[src/rtl/cat_pkg.sv]
// shared widths, command codes and control types for the scroll tween
package cat_pkg;

    // field and state widths
    localparam int PIX_W     = 16;
    localparam int FRM_W     = 12;
    localparam int POS_W     = 21;
    localparam int ACC_W     = 32;
    localparam int FRAC_BITS = 4;
    localparam int DIFF_W    = PIX_W + 1;
    localparam int DEN_W     = 2 * FRM_W;

    // numerator is (target - pixel) scaled by 16 and doubled by the gain of two
    localparam int NUM_SHIFT = FRAC_BITS + 1;
    localparam int NUM_W     = PIX_W + NUM_SHIFT;

    // serial step counts
    localparam int MUL_STEPS = FRM_W;
    localparam int DIV_STEPS = NUM_W;
    localparam int ADD_STEPS = ACC_W;
    localparam int CNT_W     = $clog2(ADD_STEPS);

    // command codes
    localparam logic CMD_START = 1'b0;
    localparam logic CMD_TICK  = 1'b1;

    // control from the sequencer to each axis
    typedef struct packed {
        logic start;
        logic acc_load;
        logic clr_carry;
        logic step;
        logic pos_en;
        logic finish;
        logic snap;
    } t_axis_ctl;

endpackage

[src/rtl/cat_if.sv]
// valid/ready channels for the command words and the scroll result words
interface cat_in_if import cat_pkg::*; ();
    logic                    valid;
    logic                    ready;
    logic                    cmd;
    logic signed [PIX_W-1:0] dest_x;
    logic signed [PIX_W-1:0] dest_y;
    logic        [FRM_W-1:0] frames;

    modport source (output valid, cmd, dest_x, dest_y, frames, input ready);
    modport sink   (input valid, cmd, dest_x, dest_y, frames, output ready);
endinterface

interface cat_out_if import cat_pkg::*; ();
    logic                    valid;
    logic                    ready;
    logic signed [PIX_W-1:0] scroll_x;
    logic signed [PIX_W-1:0] scroll_y;
    logic                    moving;
    logic                    ended;

    modport source (output valid, scroll_x, scroll_y, moving, ended, input ready);
    modport sink   (input valid, scroll_x, scroll_y, moving, ended, output ready);
endinterface

[src/rtl/cat_div.sv]
// bit-serial restoring divider giving the signed acceleration of one axis
module cat_div import cat_pkg::*; (
    input  logic                     i_clk,
    input  logic                     i_load,
    input  logic                     i_step,
    input  logic signed [DIFF_W-1:0] i_diff,
    input  logic        [DEN_W-1:0]  i_den,
    output logic signed [ACC_W-1:0]  o_quot
);

    logic [DEN_W-1:0] r_rem;
    logic [NUM_W-1:0] r_quo;
    logic             r_neg;

    logic [DIFF_W-1:0] mag;
    logic [DEN_W:0]    trial;
    logic [DEN_W:0]    sub;
    logic              ge;
    logic [ACC_W-1:0]  quo_ext;

    // magnitude of the difference and one trial subtract per step
    always_comb begin
        mag     = i_diff[DIFF_W-1] ? DIFF_W'(-i_diff) : DIFF_W'(i_diff);
        trial   = {r_rem, r_quo[NUM_W-1]};
        ge      = (trial >= {1'b0, i_den});
        sub     = trial - {1'b0, i_den};
        quo_ext = {{(ACC_W-NUM_W){1'b0}}, r_quo};
        o_quot  = r_neg ? -quo_ext : quo_ext;
    end

    // dividend shifts out of the quotient register while quotient bits shift in
    always_ff @(posedge i_clk) begin
        if (i_load) begin
            r_neg <= i_diff[DIFF_W-1];
            r_rem <= '0;
            r_quo <= {mag[PIX_W-1:0], {NUM_SHIFT{1'b0}}};
        end else if (i_step) begin
            r_rem <= ge ? sub[DEN_W-1:0] : trial[DEN_W-1:0];
            r_quo <= {r_quo[NUM_W-2:0], ge};
        end
    end

endmodule

[src/rtl/cat_axis.sv]
// one axis: position, velocity and acceleration with a bit-serial integrator
module cat_axis import cat_pkg::*; (
    input  logic                     i_clk,
    input  logic                     i_rst_n,
    input  t_axis_ctl                i_ctl,
    input  logic signed [PIX_W-1:0]  i_target,
    input  logic signed [ACC_W-1:0]  i_acc,
    output logic signed [DIFF_W-1:0] o_diff,
    output logic signed [PIX_W-1:0]  o_pix
);

    logic signed [PIX_W-1:0] r_pix;
    logic        [POS_W-1:0] r_pos;
    logic        [POS_W-1:0] r_goal;
    logic        [ACC_W-1:0] r_vel;
    logic        [ACC_W-1:0] r_acc;
    logic                    r_cv;
    logic                    r_cp;

    logic              sum_v;
    logic              n_cv;
    logic              sum_p;
    logic              n_cp;
    logic [POS_W-1:0]  pos_src;
    logic [POS_W-1:0]  pos_adj;
    logic [DIFF_W-1:0] q_pix;
    logic [PIX_W-1:0]  pix_sat;

    // serial adders: velocity plus acceleration, then position plus new velocity bit
    always_comb begin
        sum_v = r_vel[0] ^ r_acc[0] ^ r_cv;
        n_cv  = (r_vel[0] & r_acc[0]) | (r_vel[0] & r_cv) | (r_acc[0] & r_cv);
        sum_p = r_pos[0] ^ sum_v ^ r_cp;
        n_cp  = (r_pos[0] & sum_v) | (r_pos[0] & r_cp) | (sum_v & r_cp);
    end

    // pixel from position: divide by 16 toward zero, then saturate
    always_comb begin
        pos_src = i_ctl.snap ? r_goal : r_pos;
        pos_adj = pos_src + (pos_src[POS_W-1] ? POS_W'((1 << FRAC_BITS) - 1) : '0);
        q_pix   = pos_adj[POS_W-1:FRAC_BITS];
        if (q_pix[DIFF_W-1] != q_pix[DIFF_W-2]) begin
            pix_sat = q_pix[DIFF_W-1] ? {1'b1, {(PIX_W-1){1'b0}}} : {1'b0, {(PIX_W-1){1'b1}}};
        end else begin
            pix_sat = q_pix[PIX_W-1:0];
        end
    end

    // goal minus position in whole pixels, valid right after a start
    assign o_diff = DIFF_W'(r_goal[POS_W-1:FRAC_BITS]) - DIFF_W'(r_pos[POS_W-1:FRAC_BITS]);
    assign o_pix  = r_pix;

    // axis state
    always_ff @(posedge i_clk) begin
        if (!i_rst_n) begin
            r_pix  <= '0;
            r_pos  <= '0;
            r_goal <= '0;
            r_vel  <= '0;
            r_acc  <= '0;
            r_cv   <= 1'b0;
            r_cp   <= 1'b0;
        end else begin
            if (i_ctl.start) begin
                r_pos  <= {r_pix[PIX_W-1], r_pix, {FRAC_BITS{1'b0}}};
                r_goal <= {i_target[PIX_W-1], i_target, {FRAC_BITS{1'b0}}};
                r_vel  <= '0;
                r_acc  <= '0;
            end else if (i_ctl.acc_load) begin
                r_acc <= i_acc;
            end else if (i_ctl.clr_carry) begin
                r_cv <= 1'b0;
                r_cp <= 1'b0;
            end else if (i_ctl.step) begin
                r_vel <= {sum_v, r_vel[ACC_W-1:1]};
                r_acc <= {r_acc[0], r_acc[ACC_W-1:1]};
                r_cv  <= n_cv;
                if (i_ctl.pos_en) begin
                    r_pos <= {sum_p, r_pos[POS_W-1:1]};
                    r_cp  <= n_cp;
                end
            end else if (i_ctl.finish) begin
                r_pos <= pos_src;
                r_pix <= pix_sat;
            end
        end
    end

endmodule

[src/rtl/constant_accel_scroll_tween.sv]
// top level: command sequencer, serial multiplier, two dividers, two axes and result register
// Two-axis scroll tween with four fractional bits of position. Each command word
// gives exactly one result word. A start word runs a shift-add multiply for
// the squared duration and then a restoring divide on both axes at once, so
// it is busy until both are done before the next word is taken (a zero duration
// skips them). A tick that moves the tween pushes velocity and position through
// bit-serial adders. A tick that retires the tween or finds it idle goes straight
// to the result. The result sits in an output register, so a new word is taken
// while the previous result still waits to be read.
module constant_accel_scroll_tween import cat_pkg::*; (
    input  logic       i_clk,
    input  logic       i_rst_n,
    cat_in_if.sink     i_in,
    cat_out_if.source  o_out
);

    typedef enum logic [2:0] {
        S_IDLE,
        S_MUL,
        S_DLOAD,
        S_DIV,
        S_ACC,
        S_TICK,
        S_FIN,
        S_EMIT
    } t_state;

    t_state                  r_state;
    logic [CNT_W-1:0]        r_cnt;
    logic [FRM_W-1:0]        r_frame_count;
    logic [FRM_W-1:0]        r_frame_total;
    logic                    r_active;
    logic                    r_ended;
    logic                    r_out_valid;
    logic signed [PIX_W-1:0] r_out_x;
    logic signed [PIX_W-1:0] r_out_y;
    logic                    r_out_moving;
    logic                    r_out_ended;

    logic [DEN_W-1:0] r_mcand;
    logic [FRM_W-1:0] r_mplier;
    logic [DEN_W-1:0] r_prod;

    logic                     accept;
    logic                     is_start;
    logic                     is_run;
    t_axis_ctl                axis_ctl;
    logic signed [DIFF_W-1:0] diff_x;
    logic signed [DIFF_W-1:0] diff_y;
    logic signed [ACC_W-1:0]  quot_x;
    logic signed [ACC_W-1:0]  quot_y;
    logic signed [PIX_W-1:0]  pix_x;
    logic signed [PIX_W-1:0]  pix_y;

    // handshake decode
    assign i_in.ready = (r_state == S_IDLE);
    assign accept     = i_in.valid && i_in.ready;
    assign is_start   = accept && (i_in.cmd == CMD_START);
    assign is_run     = accept && (i_in.cmd == CMD_TICK) && r_active
                        && (r_frame_count < r_frame_total);

    // axis control
    always_comb begin
        axis_ctl.start     = is_start;
        axis_ctl.clr_carry = is_run;
        axis_ctl.acc_load  = (r_state == S_ACC);
        axis_ctl.step      = (r_state == S_TICK);
        axis_ctl.pos_en    = (r_cnt < CNT_W'(POS_W));
        axis_ctl.finish    = (r_state == S_FIN);
        axis_ctl.snap      = (r_frame_count >= r_frame_total);
    end

    // shift-add multiply for the squared duration
    always_ff @(posedge i_clk) begin
        if (is_start) begin
            r_mcand  <= DEN_W'(i_in.frames);
            r_mplier <= i_in.frames;
            r_prod   <= '0;
        end else if (r_state == S_MUL) begin
            if (r_mplier[0]) begin
                r_prod <= r_prod + r_mcand;
            end
            r_mcand  <= {r_mcand[DEN_W-2:0], 1'b0};
            r_mplier <= {1'b0, r_mplier[FRM_W-1:1]};
        end
    end

    cat_div u_div_x (
        .i_clk  (i_clk),
        .i_load (r_state == S_DLOAD),
        .i_step (r_state == S_DIV),
        .i_diff (diff_x),
        .i_den  (r_prod),
        .o_quot (quot_x)
    );

    cat_div u_div_y (
        .i_clk  (i_clk),
        .i_load (r_state == S_DLOAD),
        .i_step (r_state == S_DIV),
        .i_diff (diff_y),
        .i_den  (r_prod),
        .o_quot (quot_y)
    );

    cat_axis u_axis_x (
        .i_clk    (i_clk),
        .i_rst_n  (i_rst_n),
        .i_ctl    (axis_ctl),
        .i_target (i_in.dest_x),
        .i_acc    (quot_x),
        .o_diff   (diff_x),
        .o_pix    (pix_x)
    );

    cat_axis u_axis_y (
        .i_clk    (i_clk),
        .i_rst_n  (i_rst_n),
        .i_ctl    (axis_ctl),
        .i_target (i_in.dest_y),
        .i_acc    (quot_y),
        .o_diff   (diff_y),
        .o_pix    (pix_y)
    );

    // sequencer, tween status and result word
    always_ff @(posedge i_clk) begin
        if (!i_rst_n) begin
            r_state       <= S_IDLE;
            r_cnt         <= '0;
            r_frame_count <= '0;
            r_frame_total <= '0;
            r_active      <= 1'b0;
            r_ended       <= 1'b0;
            r_out_valid   <= 1'b0;
            r_out_x       <= '0;
            r_out_y       <= '0;
            r_out_moving  <= 1'b0;
            r_out_ended   <= 1'b0;
        end else begin
            // result word taken, unless the emit state loads a new one this cycle
            if (o_out.valid && o_out.ready && (r_state != S_EMIT)) begin
                r_out_valid <= 1'b0;
            end
            case (r_state)
                S_IDLE: begin
                    if (accept) begin
                        r_ended <= 1'b0;
                        r_cnt   <= '0;
                        if (is_start) begin
                            r_frame_total <= i_in.frames;
                            r_frame_count <= '0;
                            r_active      <= 1'b1;
                            r_state       <= (i_in.frames == '0) ? S_EMIT : S_MUL;
                        end else if (is_run) begin
                            r_state <= S_TICK;
                        end else if (r_active) begin
                            r_active <= 1'b0;
                            r_ended  <= 1'b1;
                            r_state  <= S_EMIT;
                        end else begin
                            r_state <= S_EMIT;
                        end
                    end
                end
                S_MUL: begin
                    if (r_cnt == CNT_W'(MUL_STEPS - 1)) begin
                        r_cnt   <= '0;
                        r_state <= S_DLOAD;
                    end else begin
                        r_cnt <= r_cnt + 1'b1;
                    end
                end
                S_DLOAD: begin
                    r_state <= S_DIV;
                end
                S_DIV: begin
                    if (r_cnt == CNT_W'(DIV_STEPS - 1)) begin
                        r_cnt   <= '0;
                        r_state <= S_ACC;
                    end else begin
                        r_cnt <= r_cnt + 1'b1;
                    end
                end
                S_ACC: begin
                    r_state <= S_EMIT;
                end
                S_TICK: begin
                    if (r_cnt == CNT_W'(ADD_STEPS - 1)) begin
                        r_cnt         <= '0;
                        r_frame_count <= r_frame_count + 1'b1;
                        r_state       <= S_FIN;
                    end else begin
                        r_cnt <= r_cnt + 1'b1;
                    end
                end
                S_FIN: begin
                    r_state <= S_EMIT;
                end
                S_EMIT: begin
                    if (!r_out_valid || o_out.ready) begin
                        r_out_valid  <= 1'b1;
                        r_out_x      <= pix_x;
                        r_out_y      <= pix_y;
                        r_out_moving <= r_active;
                        r_out_ended  <= r_ended;
                        r_state      <= S_IDLE;
                    end
                end
                default: begin
                    r_state <= S_IDLE;
                end
            endcase
        end
    end

    // result channel
    assign o_out.valid    = r_out_valid;
    assign o_out.scroll_x = r_out_x;
    assign o_out.scroll_y = r_out_y;
    assign o_out.moving   = r_out_moving;
    assign o_out.ended    = r_out_ended;

`ifndef SYNTHESIS
    a_busy_after_accept: assert property (@(posedge i_clk) disable iff (!i_rst_n)
        (i_in.valid && i_in.ready) |=> (r_state != S_IDLE))
        else $error("sequencer did not leave idle after taking a word");

    a_count_in_range: assert property (@(posedge i_clk) disable iff (!i_rst_n)
        r_active |-> (r_frame_count <= r_frame_total))
        else $error("frame count ran past the tween duration");

    a_ended_not_moving: assert property (@(posedge i_clk) disable iff (!i_rst_n)
        (r_out_valid && r_out_ended) |-> !r_out_moving)
        else $error("result word reports a retired tween as still moving");

    a_div_steps: assert property (@(posedge i_clk) disable iff (!i_rst_n)
        (r_state == S_DIV) |-> (r_cnt < CNT_W'(DIV_STEPS)))
        else $error("divider step count out of range");
`endif

endmodule

[src/flat_wrapper.sv]
// flat-port wrapper written by rule: the top's interface ports become plain ports
module constant_accel_scroll_tween_flat import cat_pkg::*;
  (i_clk, i_rst_n, i_in_valid, i_in_cmd, i_in_dest_x, i_in_dest_y, i_in_frames, i_in_ready, o_out_valid, o_out_scroll_x, o_out_scroll_y, o_out_moving, o_out_ended, o_out_ready);
  cat_in_if i_in_i ();
  cat_out_if o_out_i ();
  input  logic i_clk;
  input  logic i_rst_n;
  input wire logic [$bits(i_in_i.valid)-1:0] i_in_valid;
  input wire logic [$bits(i_in_i.cmd)-1:0] i_in_cmd;
  input wire logic [$bits(i_in_i.dest_x)-1:0] i_in_dest_x;
  input wire logic [$bits(i_in_i.dest_y)-1:0] i_in_dest_y;
  input wire logic [$bits(i_in_i.frames)-1:0] i_in_frames;
  output wire logic [$bits(i_in_i.ready)-1:0] i_in_ready;
  output wire logic [$bits(o_out_i.valid)-1:0] o_out_valid;
  output wire logic [$bits(o_out_i.scroll_x)-1:0] o_out_scroll_x;
  output wire logic [$bits(o_out_i.scroll_y)-1:0] o_out_scroll_y;
  output wire logic [$bits(o_out_i.moving)-1:0] o_out_moving;
  output wire logic [$bits(o_out_i.ended)-1:0] o_out_ended;
  input wire logic [$bits(o_out_i.ready)-1:0] o_out_ready;
  assign i_in_i.valid = i_in_valid;
  assign i_in_i.cmd = i_in_cmd;
  assign i_in_i.dest_x = i_in_dest_x;
  assign i_in_i.dest_y = i_in_dest_y;
  assign i_in_i.frames = i_in_frames;
  assign i_in_ready = i_in_i.ready;
  assign o_out_valid = o_out_i.valid;
  assign o_out_scroll_x = o_out_i.scroll_x;
  assign o_out_scroll_y = o_out_i.scroll_y;
  assign o_out_moving = o_out_i.moving;
  assign o_out_ended = o_out_i.ended;
  assign o_out_i.ready = o_out_ready;
  constant_accel_scroll_tween u_core (.i_clk(i_clk), .i_rst_n(i_rst_n), .i_in(i_in_i), .o_out(o_out_i));
endmodule
[config.mk]
export PLATFORM = sky130hd
export DESIGN_NAME = constant_accel_scroll_tween_flat
export DESIGN_NICKNAME = d
export VERILOG_FILES = /design/src/rtl/cat_pkg.sv /design/src/rtl/cat_if.sv /design/src/rtl/cat_div.sv /design/src/rtl/cat_axis.sv /design/src/rtl/constant_accel_scroll_tween.sv /design/src/flat_wrapper.sv
export SDC_FILE = /design/constraint.sdc
export NUM_CORES = 1
export LEC_CHECK = 0
export ABC_AREA = 1
export BUFFER_PORTS_ARGS = -buffer_cell sky130_fd_sc_hd__buf_2
export CAP_MARGIN = 20
export CORE_MARGIN = 3
export CORE_UTILIZATION = 55
export DETAILED_ROUTE_END_ITERATION = 7
export GPL_ROUTABILITY_DRIVEN = 1
export GPL_TIMING_DRIVEN = 1
export HOLD_SLACK_MARGIN = 0.1
export PLACE_DENSITY = 0.72
export SYNTH_ARGS = -nofsm -noshare
export SYNTH_HDL_FRONTEND = slang
export SYNTH_HIERARCHICAL = 1
export SYNTH_SLANG_ARGS = --single-unit
[constraint.sdc]
create_clock -name i_clk -period 5.6 [get_ports i_clk]
set_input_delay 0.56 -clock i_clk [delete_from_list [all_inputs] [get_ports i_clk]]
set_output_delay 0.56 -clock i_clk [all_outputs]
set_load 0.005 [all_outputs]
==> results of run 1 <==
==> flip-flops by register name, indices dropped and copies added (netlist names), 3 cells and up <==
name / count
u_core/u_div_y/r_quo: 21
u_core/u_axis_y/r_vel: 32
u_core/r_prod: 24
u_core/r_mcand: 24
u_core/u_axis_y/r_pos: 21
u_core/u_axis_y/r_goal: 16
u_core/r_state: 3
u_core/u_axis_x/r_vel: 32
u_core/u_div_x/r_quo: 21
u_core/u_axis_y/r_acc: 32
u_core/r_frame_total: 12
u_core/r_mplier: 12
u_core/u_div_x/r_rem: 24
u_core/o_out.scroll_y: 16
u_core/o_out.scroll_x: 16
u_core/u_axis_x/r_acc: 32
u_core/u_div_y/r_rem: 24
u_core/r_cnt: 5
u_core/r_frame_count: 12
u_core/u_axis_x/r_goal: 16
u_core/u_axis_x/o_pix: 16
u_core/u_axis_y/o_pix: 16
u_core/u_axis_x/r_pos: 21
==> kinds of logic (layout without fill, tap and decap cells) <==
kind of cell             count (synthesis)  count (layout)  share of synthesized area (%)
AO/OA/AOI/OAI                          771             771                           14.7
other                                    0               3                              0
XOR/XNOR                               110             110                           3.30
adder cells (fa/ha/maj)                138             138                           6.14
AND/OR/NAND/NOR                       2198            2198                           31.4
buffers and inverters                  810             866                           11.0
flip-flops                             459             459                           33.4
==> final cells by class <==
| cell class | instances | area, µm² | area share, % |
|---|---|---|---|
| Sequential cell | 459 | 9770 | 30.6 |
| Inverter | 650 | 2450 | 7.66 |
| Antenna cell | 3 | 7.51 | 0.0235 |
| Multi-Input combinational cell | 3217 | 16300 | 51.0 |
| Clock buffer | 68 | 1480 | 4.62 |
| Clock inverter | 29 | 368 | 1.15 |
| Tap cell | 680 | 851 | 2.66 |
| Timing Repair Buffer | 119 | 734 | 2.30 |
==> metal layers <==
layer	track usage, %	wire (µm)	vias to the layer above
met3	4.12	5810	150
met4	8.43	2170	0
met2	43.7	34700	890
met1	41.0	38600	13015
met5	0	0	-
li1	-	-	14443
==> placed cells by master, fill, tap and decap left out, drive strengths merged, types with 2 or more instances in the layout <==
cell type	count
nand3b	17
fa	9
xor2	82
a21oi	252
nand3	204
ha	129
o22ai	48
or2	8
o211ai	8
o21ai	312
a31oi	97
buf	118
nand2	1415
bufinv	6
a311oi	2
a21o	4
o21a	6
diode	3
a21boi	4
dfxtp	401
edfxtp	58
a22oi	7
o21bai	15
nor4	7
clkinv	24
nor2	411
and2	2
xnor2	28
a211oi	10
a221oi	2
inv	647
clkbuf	69
clkinvlp	2
nand4	90
nor3	42
o41ai	3
==> stage by stage <==
step                      util [%]  instance area (µm²)  std cells  hold WS [ns]  setup slack, ns
after floorplan                  -                29200       4486         0.429             1.91
after global placement        57.8                30000       5120         0.440             1.26
after detailed placement      57.8                30000       5120         0.446             1.22
after CTS                     61.4                31900       5217         0.150             1.19
after global routing          61.5                31900       5222         0.185            0.693
final                         61.5                31900       5225         0.182             1.17
==> worst max-delay path, stage by stage (launching register included) <==
cell and delay (ns):
dfxtp_1 0.33, inv_1 0.05, ha_1 0.30, nand4_1 0.19
o41ai_2 0.49, buf_12 0.34, inv_2 0.26, a21oi_1 0.29
inv_1 0.14, ha_1 0.30, or2_2 0.27, nand3_1 0.11
nand2_1 0.12, nand4_1 0.12, nand4_1 0.56, nand3_1 0.29
a21oi_2 0.07
==> final timing paths <==
kind / end / slack, ns / depth (start not counted)
worst max-delay path: u_core/u_axis_x/o_pix[10] / 1.17 / 16
worst min register to register: u_core/u_axis_y/r_vel[25] / 0.44 / 2
worst min-delay path: u_core/u_axis_x/r_goal[19] / 0.18 / 3
worst max register to register: u_core/u_axis_x/o_pix[10] / 1.17 / 16
==> report_power, final <==
| part | internal [µW] | switching [µW] | leakage [µW] |
|---|---|---|---|
| logic | 3670 | 7590 | 0.0102 |
| clock network | 2160 | 1490 | 0.000902 |
| registers | 4230 | 711 | 0.00381 |
==> results_dict.tcl, run 1 <==
set metrics [dict create \
    grt_max_degree 94 \
    rows 83 \
    fin_crit_sh_pct 79.1 \
    io_pins 85 \
    wl_per_cell_um 15.6 \
    die_h_um 237 \
    clockBufferDepth 3 \
    synth-seq-cells 459 \
    routed_via_density 5.45 \
    grt_first_pass_wirelength_mm 133 \
    syn_avg_cell_area_um2 6.52 \
    n_fill_cell 5063 \
    synth_top_area_share_pct 27.5 \
    critPathKind "reg2reg" \
    crit_arrival_ns 4.92 \
    yosysTopAreaCell "dfxtp_1" \
    clkSinkCount 459 \
    drive_gt1_share_pct 7.55 \
    setup_viol 0 \
    status "finished clean" \
    yosysUniqueCellTypes 58 \
    drt_wl_total_mm 81.3 \
    synthCells 4486 \
    min_period_ns 4.43 \
    synth_edf_count 58 \
    firstDrtPassIters 6 \
    clk_pin_slew_worst_paths_ns 0.06 \
    synth_nets 4673 \
    worstPathRequired_ns 6.09 \
    r2r_start "u_core/r_frame_total[11]" \
    core_area_um2 51900 \
    via_count 28498 \
    hp-class "in2reg" \
    hpwl_mm 58.8 \
    drv_slew 0 \
    min-delay-start "i_in_dest_x[15]" \
    grt_overflow 0 \
    route.detailed.drc 0 \
    grt.total_usage_pct 28.3 \
    vdd_drop_max_mv 0.307 \
    dieArea_um2 56000 \
    start_kind "register" \
    start_util_pct 56.3 \
    htree_levels 2 \
    tritoncts "built" \
    cts_hold_buf 0 \
    seq_area_frac_synth_pct 33.4 \
    nets 4686 \
    first_global_vias 26032 \
    ctsRootBufferMaster "clkbuf_16" \
    synth_warnings 6 \
    cts.repair.resized 0 \
    fmax_mhz 226 \
    final_antenna_net_count 0 \
    gp_congestion 0.978 \
    synthTopCellsByArea "dfxtp_1 (27%), nand2_1 (18%), inv_1 (7.9%)" \
    finalClockSkew_ns 0.0242 \
    crit_start "u_core/r_frame_total[11]" \
    synthArstFlopShare_pct 0 \
    drv_cap 0 \
    finalHoldViolCount 0 \
    syn_area_um2 29200 \
    p_leak_uw 0.0149 \
    worst_slew_pin_slew_ns 0.978 \
    cts_buffers 52 \
    synth_flop_cell "dfxtp_1" \
    synthTopCellsByCount "nand2_1 (1391), inv_1 (619), dfxtp_1 (401)" \
    crit_fanout 83 \
    yosysMostFrequentCell "nand2_1" \
    drt_iter0_markers 2422 \
    power-per-cell-area_nw_per_um2 621 \
    post_cts_buffers 0 \
    setup-tns-final_ns 0 \
    clock_latency_ns 0.62 \
    antenna_found_initial 4 \
    slew-limit-headroom_pct 34.6 \
    total_power_uw 19800 \
    portBuffers 84 \
    cp-end-kind "register" \
    area_delta_synth_final_pct 9.27 \
    rsz0062_at_grt "false" \
    die_x_um 237 \
]
Note: power is estimated with default switching activity, not from simulation.
==> run 2, diff against run 1 <==
Clock period 5.6 ns to 4.25 ns, I/O delays scaled along.
==> results_dict.tcl, run 2 (synthesis gave the netlist of run 1 again) <==
set metrics [dict create \
    dieArea_um2 56000 \
    layout_common_cells "nand2_1 (1391), inv_1 (618), dfxtp_1 (401)" \
    clock_latency_ns 0.63 \
    hp-class "in2reg" \
    finalClockSkew_ns 0.0331 \
    antenna_found_initial 2 \
    status "finished clean" \
    drive_gt1_share_pct 7.90 \
    worstPathRequired_ns 4.74 \
    grt_overflow 0 \
    ctsRootBufferMaster "clkbuf_16" \
    finalHoldViolCount 0 \
    setup_viol 0 \
    die_x_um 237 \
    nets 4713 \
    p_leak_uw 0.0151 \
    crit_arrival_ns 4.47 \
    grt_max_degree 86 \
    setup-tns-final_ns 0 \
    pre_cts_ws_ns 0.273 \
    power-per-cell-area_nw_per_um2 814 \
    cp-end-kind "register" \
    first_global_vias 26293 \
    clockBufferDepth 3 \
    area_delta_synth_final_pct 10.1 \
    setup_ws_ns 0.272 \
    drv_slew 0 \
    start_util_pct 56.3 \
    min_period_ns 3.98 \
    pwr-share-clk_pct 18.3 \
    routed_via_density 5.44 \
    grt_first_pass_wirelength_mm 133 \
    final_antenna_net_count 0 \
    hpwl_mm 59.6 \
    rows 83 \
    fin_crit_sh_pct 93.6 \
    wl_per_cell_um 15.5 \
    die_h_um 237 \
    vdd_drop_max_mv 0.611 \
    grt.total_usage_pct 28.3 \
    critPathKind "reg2reg" \
    core_area_um2 51900 \
    firstDrtPassIters 5 \
    n_fill_cell 4994 \
    switching_power_uw 12900 \
    tritoncts "built" \
    fin_util_pct 62.0 \
    gp_congestion 0.969 \
    combinationalPowerShare_pct 56.8 \
    drt_iter0_markers 2696 \
    total_power_uw 26200 \
    r2r_slack_ns 0.27 \
    htree_levels 2 \
    fin_hold_ws_ns 0.136 \
    slew-limit-headroom_pct 38.4 \
    layout_commonest_cell "nand2_1" \
    fmax_mhz 251 \
    cts_buffers 52 \
    portBuffers 84 \
    drv_cap 0 \
    route.detailed.drc 0 \
    rsz0062_at_grt "false" \
    p_int_uw 13300 \
    clkSinkCount 459 \
    start_kind "register" \
    crit_fanout 29 \
    drt_wl_total_mm 81.5 \
    power_switching_share_pct 49.1 \
    worst_slew_pin_slew_ns 0.923 \
    clk_pin_slew_worst_paths_ns 0.06 \
    via_count 28541 \
    power_frac_seq_pct 24.9 \
    multi_input_area_um2 16300 \
    io_pins 85 \
    ff_latch_area_um2 9770 \
]
## run 2: per-layer routing
metal	up-vias	global-route usage [%]	share of wire (%)
met5	-	0	0
met4	0	7.11	2.0
met3	120	4.20	7.2
met2	848	44.7	44
met1	13057	40.7	47
li1	14516	-	-
## run 2: what timing repair did
action                     4_1_cts  5_1_grt
setup endpoints to repair        0       14
hold buffers                    13        0
hold endpoints to repair        13        0
buffers inserted                 0        1
gates resized for setup          0        0
## run 2: worst paths after layout
| path | startpoint | to | cells past startpoint |
|---|---|---|---|
| hold / removal | i_in_dest_y[11] | u_core/u_axis_y/r_goal[15] | 3 |
| setup / recovery | u_core/r_frame_total[9] | u_core/u_axis_y/o_pix[8] | 21 |
| setup reg to reg | u_core/r_frame_total[9] | u_core/u_axis_y/o_pix[8] | 21 |
| hold reg to reg | u_core/u_axis_y/r_vel[5] | u_core/u_axis_y/r_vel[4] | 2 |
## run 2: final cells by class
cell class                 count  area share [%]
inverter                     650            7.60
timing repair buffer         146            2.94
antenna                        1         0.00778
sequential                   459            30.4
multi-input combinational   3217            50.6
tap                          680            2.64
clock buffer                  70            4.87
clock inverter                27           0.933
## run 2: metrics by stage
step / cells / area, µm²
global placement: 5137 / 30200
CTS: 5247 / 32200
finish: 5250 / 32200
detailed placement: 5137 / 30200
global route: 5249 / 32200
floorplan: 4486 / 29200
## run 2: worst max-delay path: stages (launching register included)
cell	delay [ns]
dfxtp_1	0.32
inv_1	0.05
ha_1	0.30
a21oi_1	0.14
nor2_1	0.05
nor3_1	0.19
nand3_1	0.13
inv_1	0.12
o41ai_2	0.11
buf_12	0.18
nand2_1	0.10
inv_1	0.04
a21oi_1	0.23
inv_1	0.15
ha_1	0.31
or2_2	0.29
nand3_1	0.09
nand2_1	0.12
nand4_1	0.12
nand4_1	0.44
nand3_1	0.28
a21oi_2	0.07
## run 2: power by group through the flow
stage	Clock, µW	Sequential [µW]	Combinational, µW
2_1_floorplan	0	6180	11600
3_3_place_gp	0	6580	14400
3_5_place_dp	0	6580	14500
4_1_cts	4880	6500	14700
5_1_grt	5040	6640	16800
6_report	4780	6530	14900
